--- src/rtl/core/bid_pkg.sv ---
// Package for the bytecode instruction delimiter: opcode constants, status codes,
// decoder phase codes, the result record and the opcode length table.
// No dependencies.
package bid_pkg;

    localparam int OFFSET_BITS_DEF = 16;

    localparam logic [7:0] OP_TABLESWITCH  = 8'haa;
    localparam logic [7:0] OP_LOOKUPSWITCH = 8'hab;
    localparam logic [7:0] OP_WIDE         = 8'hc4;
    localparam logic [7:0] OP_IINC         = 8'h84;

    localparam logic [3:0] ST_OK          = 4'd0;
    localparam logic [3:0] ST_TRUNC_TSW   = 4'd1;
    localparam logic [3:0] ST_BAD_BOUNDS  = 4'd2;
    localparam logic [3:0] ST_TRUNC_ENTRY = 4'd3;
    localparam logic [3:0] ST_TRUNC_LSW   = 4'd4;
    localparam logic [3:0] ST_BAD_PAIRS   = 4'd5;
    localparam logic [3:0] ST_TRUNC_WIDE  = 4'd6;
    localparam logic [3:0] ST_BAD_WIDE_OP = 4'd7;
    localparam logic [3:0] ST_OVERRUN     = 4'd8;

    localparam logic [2:0] PH_IDLE   = 3'd0;
    localparam logic [2:0] PH_PLAIN  = 3'd1;
    localparam logic [2:0] PH_WIDE   = 3'd2;
    localparam logic [2:0] PH_SKIP   = 3'd3;
    localparam logic [2:0] PH_FIELD1 = 3'd4;
    localparam logic [2:0] PH_FIELD2 = 3'd5;
    localparam logic [2:0] PH_BODY   = 3'd6;

    typedef struct packed {
        logic       valid;
        logic [7:0] code_byte;
    } bid_in_t;

    typedef struct packed {
        logic [15:0] start_offset;
        logic [15:0] instr_length;
        logic [7:0]  opcode_seen;
        logic [15:0] instr_count;
        logic [3:0]  status;
        logic        done_res;
    } bid_result_t;

    // Length in bytes of every opcode outside the switch and wide forms.
    function automatic logic [2:0] fixed_len(input logic [7:0] op);
        logic [2:0] len;
        case (op) inside
            8'h10, 8'h12, [8'h15:8'h19], [8'h36:8'h3a], 8'ha9, 8'hbc:
                len = 3'd2;
            8'h11, 8'h13, 8'h14, [8'h99:8'ha8], 8'hc6, 8'hc7, [8'hb2:8'hb8],
            8'hbb, 8'hbd, 8'hc0, 8'hc1, 8'h84:
                len = 3'd3;
            8'hb9, 8'hba, 8'hc8, 8'hc9:
                len = 3'd5;
            8'hc5:
                len = 3'd4;
            default:
                len = 3'd1;
        endcase
        return len;
    endfunction

    // Opcodes that may follow the wide prefix with a 16-bit index.
    function automatic logic is_wide_target(input logic [7:0] op);
        logic hit;
        case (op) inside
            [8'h15:8'h19], [8'h36:8'h3a], 8'ha9: hit = 1'b1;
            default:                             hit = 1'b0;
        endcase
        return hit;
    endfunction

endpackage

--- src/rtl/core/bid_in_stage.sv ---
// Input register of the bytecode instruction delimiter.
// Depends on bid_pkg.
module bid_in_stage
    import bid_pkg::*;
(
    input  logic       aclk,
    input  logic       aresetn,
    input  logic       s_valid,
    output logic       s_ready,
    input  logic [7:0] s_code_byte,
    input  logic       fire,
    output bid_in_t    q
);

    logic       valid_reg;
    logic [7:0] byte_reg;

    // The held byte leaves in the same cycle that a new one may come in.
    assign s_ready = !valid_reg || fire;

    always_ff @(posedge aclk) begin
        if (!aresetn) begin
            valid_reg <= 1'b0;
        end else if (s_valid && s_ready) begin
            valid_reg <= 1'b1;
        end else if (fire) begin
            valid_reg <= 1'b0;
        end
    end

    always_ff @(posedge aclk) begin
        if (s_valid && s_ready) begin
            byte_reg <= s_code_byte;
        end
    end

    assign q.valid     = valid_reg;
    assign q.code_byte = byte_reg;

endmodule

--- src/rtl/core/bid_decode.sv ---
// Instruction boundary decoder: holds the per-method state and the code length
// register, and works out one byte per firing. Depends on bid_pkg.
module bid_decode
    import bid_pkg::*;
#(
    parameter int OFFSET_BITS = OFFSET_BITS_DEF
) (
    input  logic        aclk,
    input  logic        aresetn,
    input  logic        cfg_wr_en,
    input  logic [15:0] cfg_wr_data,
    input  bid_in_t     in_q,
    input  logic        fire,
    output logic        res_valid,
    output bid_result_t res
);

    localparam int CW = (OFFSET_BITS + 2 > 17) ? OFFSET_BITS + 2 : 17;
    localparam int LW = (OFFSET_BITS + 1 > 16) ? OFFSET_BITS + 1 : 16;

    logic [15:0]            meth_len_reg;
    logic [OFFSET_BITS-1:0] offset_reg,  offset_next;
    logic [OFFSET_BITS-1:0] start_reg,   start_next;
    logic [16:0]            left_reg,    left_next;
    logic [7:0]             op_reg,      op_next;
    logic [2:0]             phase_reg,   phase_next;
    logic [31:0]            shift_reg,   shift_next;
    logic [31:0]            low_reg,     low_next;
    logic [15:0]            count_reg,   count_next;
    logic                   err_reg,     err_next;

    logic [7:0]             b;
    logic [OFFSET_BITS:0]   end_w;
    logic [CW-1:0]          pos_c, end_c, cl_c, start_c, sum4, pad_p, need, pad;
    logic                   done_end;
    logic [2:0]             flen, wlen;
    logic [31:0]            shift_new;
    logic [16:0]            left_dec, avail;
    logic signed [32:0]     diff;
    logic [14:0]            entries;
    logic                   fail_en, cmpl_en, rearm_en;
    logic [3:0]             fail_code;
    logic [15:0]            count_inc;
    logic [OFFSET_BITS-1:0] start_cur;
    logic [LW-1:0]          start_ext, len_ext;

    assign b        = in_q.code_byte;
    assign end_w    = {1'b0, offset_reg} + {{OFFSET_BITS{1'b0}}, 1'b1};
    assign pos_c    = CW'(offset_reg);
    assign end_c    = CW'(end_w);
    assign cl_c     = CW'(meth_len_reg);
    assign start_c  = CW'(start_reg);
    assign done_end = end_c >= cl_c;
    assign flen     = fixed_len(b);
    assign sum4     = pos_c + CW'(4);
    assign pad_p    = {sum4[CW-1:2], 2'b00};
    assign need     = pad_p + ((b == OP_TABLESWITCH) ? CW'(12) : CW'(8));
    assign pad      = pad_p - end_c;
    assign shift_new = {shift_reg[23:0], b};
    assign left_dec = left_reg - 17'd1;
    assign avail    = (cl_c > end_c) ? 17'(cl_c - end_c) : 17'd0;
    assign diff     = $signed({shift_new[31], shift_new}) - $signed({low_reg[31], low_reg});
    assign entries  = diff[14:0] + 15'd1;
    assign count_inc = count_reg + 16'd1;
    assign wlen     = (b == OP_IINC) ? 3'd6 : 3'd4;

    always_comb begin
        offset_next = offset_reg;
        start_next  = start_reg;
        left_next   = left_reg;
        op_next     = op_reg;
        phase_next  = phase_reg;
        shift_next  = shift_reg;
        low_next    = low_reg;
        count_next  = count_reg;
        err_next    = err_reg;
        fail_en     = 1'b0;
        fail_code   = ST_OK;
        cmpl_en     = 1'b0;
        rearm_en    = 1'b0;

        if (err_reg) begin
            // Bytes after an error are swallowed up to the end of the method.
            offset_next = end_w[OFFSET_BITS-1:0];
            rearm_en    = done_end;
        end else if (phase_reg == PH_IDLE) begin
            start_next  = offset_reg;
            op_next     = b;
            shift_next  = '0;
            offset_next = end_w[OFFSET_BITS-1:0];
            if (b == OP_WIDE) begin
                if (pos_c + CW'(2) > cl_c) begin
                    fail_en   = 1'b1;
                    fail_code = ST_TRUNC_WIDE;
                end else begin
                    phase_next = PH_WIDE;
                    left_next  = 17'd1;
                end
            end else if (b == OP_TABLESWITCH || b == OP_LOOKUPSWITCH) begin
                if (need > cl_c) begin
                    fail_en   = 1'b1;
                    fail_code = (b == OP_TABLESWITCH) ? ST_TRUNC_TSW : ST_TRUNC_LSW;
                end else begin
                    // Padding up to the word boundary, then the default field.
                    phase_next = PH_SKIP;
                    left_next  = {15'd0, pad[1:0]} + 17'd4;
                end
            end else if (pos_c + CW'(flen) > cl_c) begin
                fail_en   = 1'b1;
                fail_code = ST_OVERRUN;
            end else if (flen == 3'd1) begin
                cmpl_en = 1'b1;
            end else begin
                phase_next = PH_PLAIN;
                left_next  = 17'(flen - 3'd1);
            end
        end else begin
            shift_next  = shift_new;
            left_next   = left_dec;
            offset_next = end_w[OFFSET_BITS-1:0];
            if (phase_reg == PH_WIDE) begin
                if (b != OP_IINC && !is_wide_target(b)) begin
                    fail_en   = 1'b1;
                    fail_code = ST_BAD_WIDE_OP;
                end else if (start_c + CW'(wlen) > cl_c) begin
                    fail_en   = 1'b1;
                    fail_code = ST_OVERRUN;
                end else begin
                    phase_next = PH_PLAIN;
                    left_next  = 17'(wlen - 3'd2);
                end
            end else if (left_dec == 17'd0) begin
                unique case (phase_reg)
                    PH_SKIP: begin
                        phase_next = PH_FIELD1;
                        left_next  = 17'd4;
                        shift_next = '0;
                    end
                    PH_FIELD1: begin
                        if (op_reg == OP_TABLESWITCH) begin
                            low_next   = shift_new;
                            phase_next = PH_FIELD2;
                            left_next  = 17'd4;
                            shift_next = '0;
                        end else if (shift_new[31] ||
                                     shift_new > 32'(avail[16:3])) begin
                            fail_en   = 1'b1;
                            fail_code = ST_BAD_PAIRS;
                        end else if (shift_new == 32'd0) begin
                            cmpl_en = 1'b1;
                        end else begin
                            phase_next = PH_BODY;
                            left_next  = {shift_new[13:0], 3'b000};
                        end
                    end
                    PH_FIELD2: begin
                        if (diff[32]) begin
                            fail_en   = 1'b1;
                            fail_code = ST_BAD_BOUNDS;
                        end else if (diff[31:0] >= 32'(avail[16:2])) begin
                            // More entries than four-byte slots left in the method.
                            fail_en   = 1'b1;
                            fail_code = ST_TRUNC_ENTRY;
                        end else begin
                            phase_next = PH_BODY;
                            left_next  = {entries, 2'b00};
                        end
                    end
                    default: begin
                        cmpl_en = 1'b1;
                    end
                endcase
            end
        end

        if (fail_en) begin
            err_next   = 1'b1;
            phase_next = PH_IDLE;
            left_next  = '0;
            rearm_en   = done_end;
        end
        if (cmpl_en) begin
            count_next = count_inc;
            phase_next = PH_IDLE;
            left_next  = '0;
            rearm_en   = done_end;
        end
        // End of the method: everything but the method length returns to its reset value.
        if (rearm_en) begin
            offset_next = '0;
            start_next  = '0;
            left_next   = '0;
            op_next     = '0;
            phase_next  = PH_IDLE;
            shift_next  = '0;
            low_next    = '0;
            count_next  = '0;
            err_next    = 1'b0;
        end
    end

    // The start of the instruction being reported, taken before any end-of-method clear.
    assign start_cur = (phase_reg == PH_IDLE) ? offset_reg : start_reg;
    assign start_ext = LW'(start_cur);
    assign len_ext   = LW'(end_w) - LW'(start_cur);

    always_comb begin
        res_valid        = !err_reg && (fail_en || cmpl_en);
        res.start_offset = start_ext[15:0];
        res.instr_length = cmpl_en ? len_ext[15:0] : 16'd0;
        res.opcode_seen  = (phase_reg == PH_IDLE) ? b : op_reg;
        res.instr_count  = cmpl_en ? count_inc : count_reg;
        res.status       = fail_en ? fail_code : ST_OK;
        res.done_res     = fail_en || done_end;
    end

    always_ff @(posedge aclk) begin
        if (!aresetn) begin
            meth_len_reg <= 16'd1;
        end else if (cfg_wr_en) begin
            meth_len_reg <= cfg_wr_data;
        end
    end

    always_ff @(posedge aclk) begin
        if (!aresetn) begin
            offset_reg <= '0;
            start_reg  <= '0;
            left_reg   <= '0;
            op_reg     <= '0;
            phase_reg  <= PH_IDLE;
            shift_reg  <= '0;
            low_reg    <= '0;
            count_reg  <= '0;
            err_reg    <= 1'b0;
        end else if (fire) begin
            offset_reg <= offset_next;
            start_reg  <= start_next;
            left_reg   <= left_next;
            op_reg     <= op_next;
            phase_reg  <= phase_next;
            shift_reg  <= shift_next;
            low_reg    <= low_next;
            count_reg  <= count_next;
            err_reg    <= err_next;
        end
    end

endmodule

--- src/rtl/core/bid_out_stage.sv ---
// Result register of the bytecode instruction delimiter.
// Depends on bid_pkg.
module bid_out_stage
    import bid_pkg::*;
(
    input  logic        aclk,
    input  logic        aresetn,
    input  logic        fire,
    input  logic        res_valid,
    input  bid_result_t res,
    output logic        out_free,
    output logic        m_valid,
    input  logic        m_ready,
    output logic [15:0] m_start_offset,
    output logic [15:0] m_instr_length,
    output logic [7:0]  m_opcode_seen,
    output logic [15:0] m_instr_count,
    output logic [3:0]  m_status,
    output logic        m_done_res
);

    logic        valid_reg;
    bid_result_t data_reg;

    // A new result may be loaded as the held one is taken.
    assign out_free = !valid_reg || m_ready;

    always_ff @(posedge aclk) begin
        if (!aresetn) begin
            valid_reg <= 1'b0;
        end else if (fire && res_valid) begin
            valid_reg <= 1'b1;
        end else if (m_ready) begin
            valid_reg <= 1'b0;
        end
    end

    always_ff @(posedge aclk) begin
        if (fire && res_valid) begin
            data_reg <= res;
        end
    end

    assign m_valid        = valid_reg;
    assign m_start_offset = data_reg.start_offset;
    assign m_instr_length = data_reg.instr_length;
    assign m_opcode_seen  = data_reg.opcode_seen;
    assign m_instr_count  = data_reg.instr_count;
    assign m_status       = data_reg.status;
    assign m_done_res     = data_reg.done_res;

endmodule

--- src/rtl/core/bytecode_instruction_delimiter_core.sv ---
// Bytecode instruction delimiter. Bytes of one method arrive one per transaction
// from offset zero; one result transaction is produced for every completed
// instruction (start, length, opcode, running count) and one for the first error,
// after which bytes are swallowed up to the end of the method. The block takes one
// byte every clock cycle while the result side keeps up: each byte passes the input
// register, one pass of decode logic and the result register, so a result is
// presented once its last byte has left the input register, and a result that waits
// holds the input for as long as it waits. The method length is written through
// cfg_wr_en/cfg_wr_data between methods; a method that reaches its length leaves
// the block ready for the next.
// Depends on bid_pkg, bid_in_stage, bid_decode and bid_out_stage.
module bytecode_instruction_delimiter_core
    import bid_pkg::*;
#(
    parameter int OFFSET_BITS = OFFSET_BITS_DEF
) (
    input  logic        aclk,
    input  logic        aresetn,
    input  logic        cfg_wr_en,
    input  logic [15:0] cfg_wr_data,
    input  logic        s_valid,
    output logic        s_ready,
    input  logic [7:0]  s_code_byte,
    output logic        m_valid,
    input  logic        m_ready,
    output logic [15:0] m_start_offset,
    output logic [15:0] m_instr_length,
    output logic [7:0]  m_opcode_seen,
    output logic [15:0] m_instr_count,
    output logic [3:0]  m_status,
    output logic        m_done_res
);

    bid_in_t     in_q;
    bid_result_t res;
    logic        res_valid;
    logic        out_free;
    logic        fire;

    assign fire = in_q.valid && out_free;

    bid_in_stage u_in (
        .aclk        (aclk),
        .aresetn     (aresetn),
        .s_valid     (s_valid),
        .s_ready     (s_ready),
        .s_code_byte (s_code_byte),
        .fire        (fire),
        .q           (in_q)
    );

    bid_decode #(
        .OFFSET_BITS (OFFSET_BITS)
    ) u_decode (
        .aclk        (aclk),
        .aresetn     (aresetn),
        .cfg_wr_en   (cfg_wr_en),
        .cfg_wr_data (cfg_wr_data),
        .in_q        (in_q),
        .fire        (fire),
        .res_valid   (res_valid),
        .res         (res)
    );

    bid_out_stage u_out (
        .aclk           (aclk),
        .aresetn        (aresetn),
        .fire           (fire),
        .res_valid      (res_valid),
        .res            (res),
        .out_free       (out_free),
        .m_valid        (m_valid),
        .m_ready        (m_ready),
        .m_start_offset (m_start_offset),
        .m_instr_length (m_instr_length),
        .m_opcode_seen  (m_opcode_seen),
        .m_instr_count  (m_instr_count),
        .m_status       (m_status),
        .m_done_res     (m_done_res)
    );

endmodule
--- config.mk ---
export PLATFORM = sky130hd
export DESIGN_NAME = bytecode_instruction_delimiter_core
export DESIGN_NICKNAME = d
export VERILOG_FILES = /design/src/rtl/core/bid_pkg.sv /design/src/rtl/core/bid_in_stage.sv /design/src/rtl/core/bid_decode.sv /design/src/rtl/core/bid_out_stage.sv /design/src/rtl/core/bytecode_instruction_delimiter_core.sv
export SDC_FILE = /design/constraint.sdc
export NUM_CORES = 1
export LEC_CHECK = 0
export CORE_ASPECT_RATIO = 1.2
export CORE_MARGIN = 8
export CORE_UTILIZATION = 50
export CTS_CLUSTER_DIAMETER = 80
export DETAILED_ROUTE_END_ITERATION = 8
export DONT_BUFFER_PORTS = 1
export MAX_ROUTING_LAYER = met4
export SLEW_MARGIN = 20
export SYNTH_ARGS = -nofsm -noshare
export SYNTH_HDL_FRONTEND = slang
export SYNTH_SLANG_ARGS = --single-unit
--- constraint.sdc ---
create_clock -name aclk -period 13.33 [get_ports aclk]
set_clock_uncertainty 0.15 [all_clocks]
set_input_delay 0.6665 -clock aclk [delete_from_list [all_inputs] [get_ports aclk]]
set_output_delay 0.6665 -clock aclk [all_outputs]
set_load 0.01 [all_outputs]
* Word level (Yosys, flattened, before mapping)
Index checks and enable logic that the tools add are counted.
** Storage, ports and cells
- Memory bits (writable) :: 0
- Memories :: 0
- Bits of input ports :: 29
- Register bits :: 220
- Latch bits :: 0
- Bits in read-only memories :: 0
** Cells by class
- Multiply operators :: 0
- Eq/ne operators :: 43
- Add/subtract/negate cells :: 16
- Muxes and demuxes :: 129
- Bitwise operators :: 1
- Reduce and logical (&&, ||, !) cells :: 41
- Magnitude comparators :: 16
- Shift operators :: 0
- Divide/modulo/power cells :: 0
** Operators by type and width (number)
- two-way mux 17 bit :: 21
- two-way mux 32 bit :: 7
- == test 8 bit (second input constant) :: 18
- two-way mux 24 bit :: 6
- two-way mux 16 bit :: 6
- two-way mux 3 bit :: 28
- greater-than comparator 18 x 16 -> 1 bit :: 4
- one-hot mux 17 bit (3 select lines) :: 1
- one-hot mux 24 bit (2 select lines) :: 1
- two-way mux 4 bit :: 11
- == test 8 x 5 -> 1 bit (second input constant) :: 5
- two-way mux 1 bit :: 39
- adder 16 x 3 -> 17 bit :: 2
- subtractor 32 x 32 -> 33 bit :: 1
- >= comparator 32 x 15 -> 1 bit :: 1
- greater-than comparator 32 x 14 -> 1 bit :: 1
- logical NOT 32 bit :: 1
- two-way mux 8 bit :: 3
- adder 17 x 4 -> 18 bit :: 1
- != test 6 x 3 -> 1 bit (second input constant) :: 3
- adder 16 x 1 -> 17 bit (second input constant) :: 1
- adder 16 x 2 -> 17 bit (second input constant) :: 1
- adder 16 x 3 -> 17 bit (second input constant) :: 1
- >= comparator 17 x 16 -> 1 bit :: 1
- 49 further kinds :: 82

* Longest topological paths before layout
Gate-level depths: netlist of the first run.
- Word-level depth :: 17
- Gate-level depth with buffers :: 33
- Depth with buffers taken out :: 30

* Hierarchy
Synthesis of the first run repeated with hierarchy kept, for this count alone.
** Unflattened totals
- Cells, all modules :: 1967
- Area, all modules :: 16773.6 sq um
** By module, submodules not included
- bid_decode :: area each 14577.7 sq um, cells an instance 1886, times used 1
- bid_out_stage :: area each 1884.3 sq um, cells an instance 66, times used 1
- bid_in_stage :: area each 305.3 sq um, cells an instance 14, times used 1
- bytecode_instruction_delimiter_core :: area each 6.3 sq um, cells an instance 1, times used 1

* Worst setup path before layout of the first run
OpenSTA, ideal clock, no wires.
- Path type :: register -> register
- Start point :: register u_decode.offset_reg[1]
- End point :: register u_out.data_reg (netlist bit u_out.m_done_res) (enable)
- Clock period less this slack :: 7.416 ns
- Setup slack :: 5.914 ns
- Cell stages (with the launch flop) :: 29
- Buffers on the path :: 2
- Arrival :: 6.842 ns
- Required time :: 12.756 ns
- Cell sequence :: dfxtp_1 -> ha_1 -> and3_1 -> and2_0 -> nand2_1 -> nor2_1 -> xor2_1 -> inv_1 -> ha_1 -> nand4_1 -> inv_1 -> o211ai_1 -> a21oi_1 -> o2111ai_1 -> a21oi_1 -> o21a_1 -> clkbuf_1 -> clkbuf_1 -> nand2_1 -> ha_1 -> nand4_1 -> or4_1 -> a211o_1 -> nand3_1 -> nand2_1 -> nor3_1 -> o221a_2 -> nand2b_1 -> o21a_1
** Between the ends
- Cells in the longest elaborated chain, start to end :: 15
- Elaborated cells between the ends (all ways) :: 41
** Ends and longest elaborated chain
- start: declaration :: line bid_decode.sv:22 : logic [OFFSET_BITS-1:0] offset_reg, offset_next;
- start signal: assignment :: line bid_decode.sv:237 : offset_reg <= offset_next;
- adder 16 x 1 -> 17 bit :: line bid_decode.sv:48 : assign end_w = {1'b0, offset_reg} + {{OFFSET_BITS{1'b0}}, 1'b1};
- subtractor 16 x 17 -> 17 bit / greater-than comparator 16 x 17 -> 1 bit (equally long branches) :: line bid_decode.sv:61 : assign avail = (cl_c > end_c) ? 17'(cl_c - end_c) : 17'd0;
- two-way mux 17 bit :: line bid_decode.sv:61
- greater-than comparator 32 x 14 -> 1 bit :: line bid_decode.sv:146 : shift_new > 32'(avail[16:3])) begin
- logical OR 1 bit :: line bid_decode.sv:145 : end else if (shift_new[31] ||
- two-way mux 1 bit :: line bid_decode.sv:145
- two-way mux 1 bit :: line bid_decode.sv:140 : if (op_reg == OP_TABLESWITCH) begin
- one-hot mux 1 bit (2 select lines) :: line bid_decode.sv:133 : unique case (phase_reg)
- two-way mux 1 bit :: line bid_decode.sv:132 : end else if (left_dec == 17'd0) begin
- two-way mux 1 bit :: line bid_decode.sv:121 : if (phase_reg == PH_WIDE) begin
- two-way mux 1 bit :: line bid_decode.sv:86 : end else if (phase_reg == PH_IDLE) begin
- two-way mux 1 bit :: line bid_decode.sv:82 : if (err_reg) begin
- logical OR 1 bit (*) :: line bid_decode.sv:208 : res_valid = !err_reg && (fail_en || cmpl_en);
- logical AND 1 bit (*) :: line bid_decode.sv:208
- logical AND 1 bit (*) :: line bid_out_stage.sv:39 : if (fire && res_valid) begin
- end signal: assignment :: line bid_out_stage.sv:40 : data_reg <= res;
- end: declaration :: line bid_out_stage.sv:23 : bid_result_t data_reg;
Mark *: on every way between the ends. The rest lies on a longest branch, timed or not.
A chain may end at the register's enable or synchronous reset.

* Worst setup path in the final report of the first run
- Start point :: register u_decode.offset_reg[1]
- End point :: register u_decode.low_reg[30]
** Between the ends
- Cells in the longest elaborated chain, start to end :: 16
- Elaborated cells between the ends (all ways) :: 50
** Ends and longest elaborated chain
- adder 16 x 1 -> 17 bit :: line bid_decode.sv:48
- subtractor 16 x 17 -> 17 bit / greater-than comparator 16 x 17 -> 1 bit (equally long branches) :: line bid_decode.sv:61
- two-way mux 17 bit :: line bid_decode.sv:61
- greater-than comparator 32 x 14 -> 1 bit :: line bid_decode.sv:146
- logical OR 1 bit :: line bid_decode.sv:145
- two-way mux 1 bit :: line bid_decode.sv:145
- two-way mux 1 bit :: line bid_decode.sv:140
- one-hot mux 1 bit (2 select lines) :: line bid_decode.sv:133
- two-way mux 1 bit :: line bid_decode.sv:132
- two-way mux 1 bit :: line bid_decode.sv:121
- two-way mux 1 bit :: line bid_decode.sv:86
- two-way mux 1 bit :: line bid_decode.sv:82
- two-way mux 1 bit :: line bid_decode.sv:176 : if (fail_en) begin
- two-way mux 1 bit (*) :: line bid_decode.sv:182 : if (cmpl_en) begin
- != test 2 bit (no line) (tied with other cells)
- AND reduction 7 bit (no line)
- end signal: assignment :: line bid_decode.sv:243 : low_reg <= low_next;
- end: declaration :: line bid_decode.sv:28 : logic [31:0] low_reg, low_next;
Marks and branches as above.

==> impl_metrics.ini, run 1 <==
[status]
status = finished, final reports clean

[yosys]
seq_area_frac_synth_pct = 29.9
syn_inst = 2053
yosysMostFrequentCell = nand2_1
synth_top_cell_area_share_pct = 17.7
ys_seq_elements = 220
synth_area_sq_um = 17000
synth-edff-count = 69
synth_area_per_cell_sq_um = 8.30
synth-main-ff-cell = dfxtp_1
ys_types = 88
netlist_top_cells_count = 231 x nand2_1, 167 x ha_1, 151 x dfxtp_1
synth.area.top_cells = dfxtp_1 18%, ha_1 12%, edfxtp_1 12%, nand2_1 5.1%, xnor2_1 5.0%
yosys_warnings = 0
ys_async_sr_fraction_pct = 0
synth_top_area_cell = dfxtp_1

[worst_setup_path]
slowest_delay_ps = 770
cp_data_required_time_ps = 13670
rr_endpoint = u_decode.low_reg[30]$_SDFFE_PN0P_
path_class = reg -> reg
cp_max_fo = 52
r2r_slack_ps = 4790
path_delay_family = compound AO/OA/AOI/OAI gates
cpMostUsedCell = ha_1
critPathArrivalTime_ps = 8880
r2r-start = u_decode.offset_reg[1]$_SDFFE_PN0P_
crit_path_start = u_decode.offset_reg[1]$_SDFFE_PN0P_
startpoint_type = flop
cp_slowest_cell = a31o_2
path_buf_inv = 3
setup.worst_path.end_class = flop
rr_worst_depth = 30

[power_and_ir_drop]
power.leakage_nw = 7.64
max-vdd-ir-drop_mv = 0.0995
cellPowerDensity_nw_per_um2 = 123

[min_path]
hold_end = u_in.byte_reg[0]$_DFFE_PP_
whs_path_depth = 0
hold_start = s_code_byte[0]
hp-class = in -> reg

[floorplanning]
dieHeight_um = 218
row_count = 74
core_sq_um = 33800
ios = 92
dieArea_sq_um = 40300
dieWidth_um = 184
start_util_pct = 50.4

[sta]
setup-tns-final_ps = 0
rsz0062_at_grt = false
slew_violations = 0
final-hold-violation-count = 0
worstMarginPinSlew_ps = 945
maxSlewHeadroom_pct = 37.0
setup_viol = 0
fmax_mhz = 117
min_period_ps = 8540
fin_crit_sh_pct = 64.1

[routing]
drt-initial-drc-count = 1188
routedWlPerCell_um = 22.2
first_pass_iters = 6
postRouteWirelength_um = 55000
postRouteAntennaNets = 0
via_count = 14900
drc = 0
routed_via_density = 6.04

[layout]
drive_gt1_share_pct = 4.56
area_delta_synth_final_pct = 6.93
num_antenna_cells = 0
largest_reg_flops = 32
fin_nets = 2196
fin_util_pct = 53.9

[clock_tree]
post_cts_buffers = 0
insertion_delay_ps = 550
cts_tree = done
clockBufferDepth = 3
path_clk_slew_ps = 70
cts_resized = 0
numCtsBuffers = 25
root_buffer = clkbuf_16
cts_sinks = 220
clock_tree.htree_level_count = 1
hold_buffers = 0

[grt]
grt_max_degree = 82
grt_pass1_wl_um = 84900
gr-usage-all-layers_pct = 27.7
antenna_found_initial = 0
grt_overflow = 0
grt_pass1_vias = 14300

[placed_design]
gp_congestion = 0.940
dpl.hpwl_um = 42400
io_buffers = 0

[run]
drv_cap = 0
## cell families after synthesis
group | synth area share (%)
AO/OA/AOI/OAI | 19.6
XOR/XNOR | 8.69
adder cells (fa/ha/maj) | 12.7
buffers and inverters | 5.43
flip-flops | 29.9
multiplexers | 2.26
other | 0.0220
AND/OR/NAND/NOR | 21.4
## through the flow
stage | worst slack (ps) | power, mW | area (sq um) | hold WS, ps | std cells
after floorplan | 5910 | 1.31 | 17000 | 266 | 2054
after global placement | 5230 | 1.50 | 17300 | 278 | 2426
after detailed placement | 4920 | 1.50 | 17300 | 294 | 2426
after CTS | 4870 | 2.25 | 18200 | 36.9 | 2472
after global routing | 4110 | 2.35 | 18200 | 36.7 | 2472
final | 4790 | 2.23 | 18200 | 59.1 | 2472
## worst max path at each step
stage | endpoint | slack (ps) | cells after the start
detailed placement | u_decode.low_reg[22]$_SDFFE_PN0P_ | 4920 | 30
floorplan | u_out.m_done_res$_DFFE_PP_ | 5910 | 28
finish | u_decode.low_reg[30]$_SDFFE_PN0P_ | 4790 | 30
global placement | u_decode.low_reg[25]$_SDFFE_PN0P_ | 5230 | 30
global route | u_decode.low_reg[31]$_SDFFE_PN0P_ | 4110 | 30
CTS | u_decode.low_reg[31]$_SDFFE_PN0P_ | 4870 | 30
## layer usage
metal | track usage, % | up-vias | part of all wire [%]
li1 | - | 7267 | -
met4 | 9.91 | 0 | 4.0
met3 | 2.79 | 121 | 4.0
met2 | 49.3 | 448 | 51
met1 | 32.0 | 7086 | 41
met5 | - | - | 0
## cell type report
class | count | area [sq um]
Timing Repair Buffer | 17 | 128
Clock buffer | 30 | 686
Inverter | 131 | 492
Multi-Input combinational cell | 1602 | 11000
Clock inverter | 16 | 205
Tap cell | 456 | 571
Sequential cell | 220 | 5090
Fill cell | 3203 | 15600
## layout by cell type (no fill, tap or decap), drive strengths merged, types with 23 or more instances in the layout
cell type	instances
mux2i	35
ha	167
nor4	23
nand4	40
a21o	38
o21ai	105
nand2	231
dfxtp	151
edfxtp	69
nor2	137
and3	24
a21oi	107
xnor2	97
and2	23
clkbuf	30
nor3	43
xor2	72
a32oi	24
a22o	44
inv	134
nand3	64
nor2b	71
## power by group
part	leakage (nW)	switching, mW	internal (mW)
Combinational	5.32	0.441	0.243
Sequential	1.88	0.0559	0.749
Clock	0.441	0.298	0.449
Total	7.64	0.795	1.44
Power figures use the tool's default switching activity.
==> run 2, diff against run 1 <==
- clock period: 13.33 -> 8.86 ns (I/O delays scaled with it)
==> impl_metrics.ini, run 2 (synthesis results as in run 1) <==
[status]
status = finished, final reports clean

[sta]
min_period_ps = 7940
fmax_mhz = 126
maxSlewHeadroom_pct = 22.0
setup_viol = 0
worstMarginPinSlew_ps = 1150
final-hold-violation-count = 0
fin_crit_sh_pct = 89.7
rsz0062_at_grt = false
slew_violations = 0
setup-tns-final_ps = 0

[worst_setup_path]
setup.worst_path.end_class = flop
cp_data_required_time_ps = 9180
slowest_delay_ps = 580
startpoint_type = flop
critPathArrivalTime_ps = 8270
cp_slowest_cell = dfxtp_1
cp_max_fo = 34
path_class = reg -> reg

[grt]
grt_overflow = 0
antenna_found_initial = 0
grt_max_degree = 70
grt_pass1_wl_um = 86000
grt_pass1_vias = 14900
gr-usage-all-layers_pct = 28.0

[clock_tree]
cts_tree = done
root_buffer = clkbuf_16
clock_tree.htree_level_count = 1
clockBufferDepth = 3
path_clk_slew_ps = 60
cts_sinks = 220
insertion_delay_ps = 560
numCtsBuffers = 25
post_cts_buffers = 0

[power_and_ir_drop]
intPower_mw = 2.18
pwr-share-clk_pct = 33.2
cellPowerDensity_nw_per_um2 = 182
switching_share_pct = 35.5
p_switching_mw = 1.20
max-vdd-ir-drop_mv = 0.147
power.leakage_nw = 7.82
pwr-share-comb_pct = 31.0
p_seq_share_pct = 35.8

[floorplanning]
dieWidth_um = 184
ios = 92
dieHeight_um = 218
core_sq_um = 33800
row_count = 74
dieArea_sq_um = 40300
start_util_pct = 50.4

[routing]
postRouteWirelength_um = 55500
routed_via_density = 6.07
routedWlPerCell_um = 22.1
first_pass_iters = 5
drc = 0
postRouteAntennaNets = 0
drt-initial-drc-count = 1058
via_count = 15200

[min_path]
hp-class = in -> reg

[layout]
largest_reg_flops = 32
drive_gt1_share_pct = 5.02
num_antenna_cells = 0
fin_util_pct = 55.0
layout_common_cells = 231 x nand2_1, 167 x ha_1, 151 x dfxtp_1
mostFrequentLayoutCell = nand2_1
area_delta_synth_final_pct = 9.17
fin_nets = 2233

[placed_design]
dpl.hpwl_um = 42400
io_buffers = 0
gp_congestion = 1.02

[run]
drv_cap = 0
run 2: per-stage QoR:
step                      cell area [sq um]  hold slack [ps]  total power, mW  instances  setup slack [ps]
final                                 18600             37.6             3.39       2509               916
after global routing                  18600             30.5             3.56       2509               197
after CTS                             18600             8.80             3.40       2509               631
after detailed placement              17400              292             2.26       2435               662
after global placement                17400              278             2.25       2435               913
after floorplan                       17000              266             1.97       2054              1440
run 2: worst paths after layout:
check	depth (start not counted)	slack [ps]	start	to
worst max-delay path	27	920	u_decode.offset_reg[3]$_SDFFE_PN0P_	u_decode.count_reg[12]$_SDFFE_PN0P_
worst min-delay path	2	40	aresetn	u_decode.phase_reg[1]$_SDFFE_PN0P_
worst max register to register	27	920	u_decode.offset_reg[3]$_SDFFE_PN0P_	u_decode.count_reg[12]$_SDFFE_PN0P_
worst min register to register	2	300	u_decode.start_reg[0]$_SDFFE_PN0P_	u_decode.start_reg[0]$_SDFFE_PN0P_
run 2: per-layer routing:
layer	track usage (%)	part of all wire [%]
met4	13.4	5.1
met2	48.1	49
met3	2.92	4.3
met1	32.4	41
met5	-	0
run 2: layout make-up:
cell class	instances	area, sq um
multi-input cells	1602	11000
well taps	456	571
flip-flops and latches	220	5090
inverters	131	492
fillers	3190	15200
clock buffers	35	747
repair buffers	54	493
clock inverters	11	154
run 2: what timing repair did:
| item | in CTS | in global routing |
|---|---|---|
| hold buffers | 28 | 0 |
| setup endpoints to repair | 0 | 48 |
| gates resized for setup | 0 | 3 |
| hold endpoints to repair | 78 | 0 |
run 2: power by group through the flow:
| stage | Clock, mW | Sequential, mW | Combinational, mW |
|---|---|---|---|
| after floorplan | 0 | 1.20 | 0.769 |
| after CTS | 1.15 | 1.21 | 1.05 |
| final | 1.13 | 1.21 | 1.05 |
| after detailed placement | 0 | 1.23 | 1.02 |
| after global placement | 0 | 1.23 | 1.02 |
| after global routing | 1.19 | 1.22 | 1.16 |
run 2: worst max-delay path, delay by kind of cell (launching register included):
kind / cells / cell delay, ps
AOI/OAI and AO/OA: 12 / 2430
xor gates and xnor gates: 2 / 470
adders and majority gates: 4 / 1610
buffers and inverters: 1 / 460
DFF: 1 / 580
and+or+nand+nor: 8 / 2140
==> run 3, diff against run 2 <==
==> constraint.sdc (replaced) <==
create_clock -name aclk -period 8.86 [get_ports aclk]
set_clock_uncertainty 0.15 [all_clocks]
set_input_delay 1.329 -clock aclk [delete_from_list [all_inputs] [get_ports aclk]]
set_output_delay 1.329 -clock aclk [all_outputs]
set_load 0.01 [all_outputs]
==> impl_metrics.ini, run 3 (synthesis results as in run 1) <==
[grt]
grt_overflow = 0
antenna_found_initial = 0
grt_pass1_vias = 14600
grt_pass1_wl_um = 85300
gr-usage-all-layers_pct = 27.8
grt_max_degree = 82

[routing]
drt-initial-drc-count = 1000
first_pass_iters = 5
routed_via_density = 6.07
postRouteWirelength_um = 55100
drc = 0
postRouteAntennaNets = 0
via_count = 15000
routedWlPerCell_um = 22.2

[worst_setup_path]
slowest_delay_ps = 580
r2r-start = u_decode.offset_reg[3]$_SDFFE_PN0P_
path_buf_inv = 1
crit_path_start = u_decode.offset_reg[3]$_SDFFE_PN0P_
path_delay_family = compound AO/OA/AOI/OAI gates
startpoint_type = flop
cp_data_required_time_ps = 9180
cp_max_fo = 34
setup.worst_path.end_class = flop
path_class = reg -> reg
r2r_slack_ps = 900
critPathArrivalTime_ps = 8280
cp_slowest_cell = dfxtp_1

[clock_tree]
numCtsBuffers = 25
post_cts_buffers = 0
root_buffer = clkbuf_16
insertion_delay_ps = 560
clock_tree.htree_level_count = 1
cts_sinks = 220
cts_tree = done
path_clk_slew_ps = 70
clockBufferDepth = 3

[placed_design]
dpl.hpwl_um = 42400
placed_cells = 2435
gp_congestion = 1.02
io_buffers = 0

[layout]
layout_common_cells = 231 x nand2_1, 167 x ha_1, 151 x dfxtp_1
largest_reg_flops = 32
area_delta_synth_final_pct = 7.42
fin_nets = 2205
num_antenna_cells = 0
mostFrequentLayoutCell = nand2_1
fin_cells = 2481
drive_gt1_share_pct = 5.04
multi_input_area_sq_um = 11000
regArea_sq_um = 5090
fillerInstances = 3229

[sta]
rsz0062_at_grt = false
fmax_mhz = 126
worstMarginPinSlew_ps = 1130
slew_violations = 0
min_period_ps = 7960
final-hold-violation-count = 0
fin_crit_sh_pct = 89.8
setup_viol = 0
setup-tns-final_ps = 0
maxSlewHeadroom_pct = 23.3

[min_path]
hp-class = reg -> reg
hold_start = u_decode.start_reg[0]$_SDFFE_PN0P_

[floorplanning]
ios = 92
dieWidth_um = 184
core_sq_um = 33800
dieHeight_um = 218
dieArea_sq_um = 40300
start_util_pct = 50.4
row_count = 74

[status]
status = finished, final reports clean

[power_and_ir_drop]
p_switching_mw = 1.19
cellPowerDensity_nw_per_um2 = 184
p_seq_share_pct = 36.0
pwr-share-comb_pct = 30.7
max-vdd-ir-drop_mv = 0.147
intPower_mw = 2.18
power.leakage_nw = 7.70
totalPowerFinal_mw = 3.37
switching_share_pct = 35.4
pwr-share-clk_pct = 33.4

[run]
drv_cap = 0
run 3: cell count changes in the layout (fill, tap and decap cells not counted), sizes merged:
cell / change
dlygate4sd3: -27
buf: -1
run 3: final timing paths:
| path | endpoint | cells past startpoint |
|---|---|---|
| setup / recovery | u_decode.count_reg[12]$_SDFFE_PN0P_ | 27 |
| hold / removal | u_decode.start_reg[0]$_SDFFE_PN0P_ | 2 |
| setup reg to reg | u_decode.count_reg[12]$_SDFFE_PN0P_ | 27 |
| hold reg to reg | u_decode.start_reg[0]$_SDFFE_PN0P_ | 2 |
run 3: area by class of cell:
cell class	count	share of cell area, %
Clock inverter	11	0.841
Sequential cell	220	27.8
Inverter	131	2.69
Multi-Input combinational cell	1602	60.4
Timing Repair Buffer	26	1.07
Clock buffer	35	4.08
Tap cell	456	3.12
run 3: timing repair:
action / in CTS / in global routing
hold endpoints to repair: 0 / 0
resized for setup: 0 / 3
setup endpoints to repair: 0 / 37
hold buffers: 0 / 0
run 3: metrics by stage:
step / hold slack [ps] / area (sq um) / util [%] / setup slack [ps]
global placement: 278 / 17400 / 51.4 / 913
detailed placement: 292 / 17400 / 51.4 / 662
global route: 319 / 18300 / 54.1 / 215
finish: 300 / 18300 / 54.1 / 901
CTS: 301 / 18300 / 54.1 / 631
floorplan: 266 / 17000 / - / 1440
run 3: worst min-delay path, stage by stage, from the launching register on:
cell and delay, ps:
dfxtp_1 320, nand2_1 50, nand2_1 40
run 3: layer usage:
metal / up-vias / track usage [%] / wire (um)
met5: - / - / 0
met4: 0 / 11.9 / 2480
met3: 124 / 2.79 / 2420
met2: 449 / 48.1 / 27300
met1: 7188 / 32.4 / 22900
li1: 7288 / - / -
run 3: power by group through the flow:
| stage | clock network, mW | logic (mW) | registers (mW) |
|---|---|---|---|
| 6_report | 1.12 | 1.03 | 1.21 |
| 5_1_grt | 1.19 | 1.14 | 1.22 |
| 4_1_cts | 1.15 | 1.03 | 1.21 |
| 3_5_place_dp | 0 | 1.02 | 1.23 |
| 3_3_place_gp | 0 | 1.02 | 1.23 |
| 2_1_floorplan | 0 | 0.769 | 1.20 |
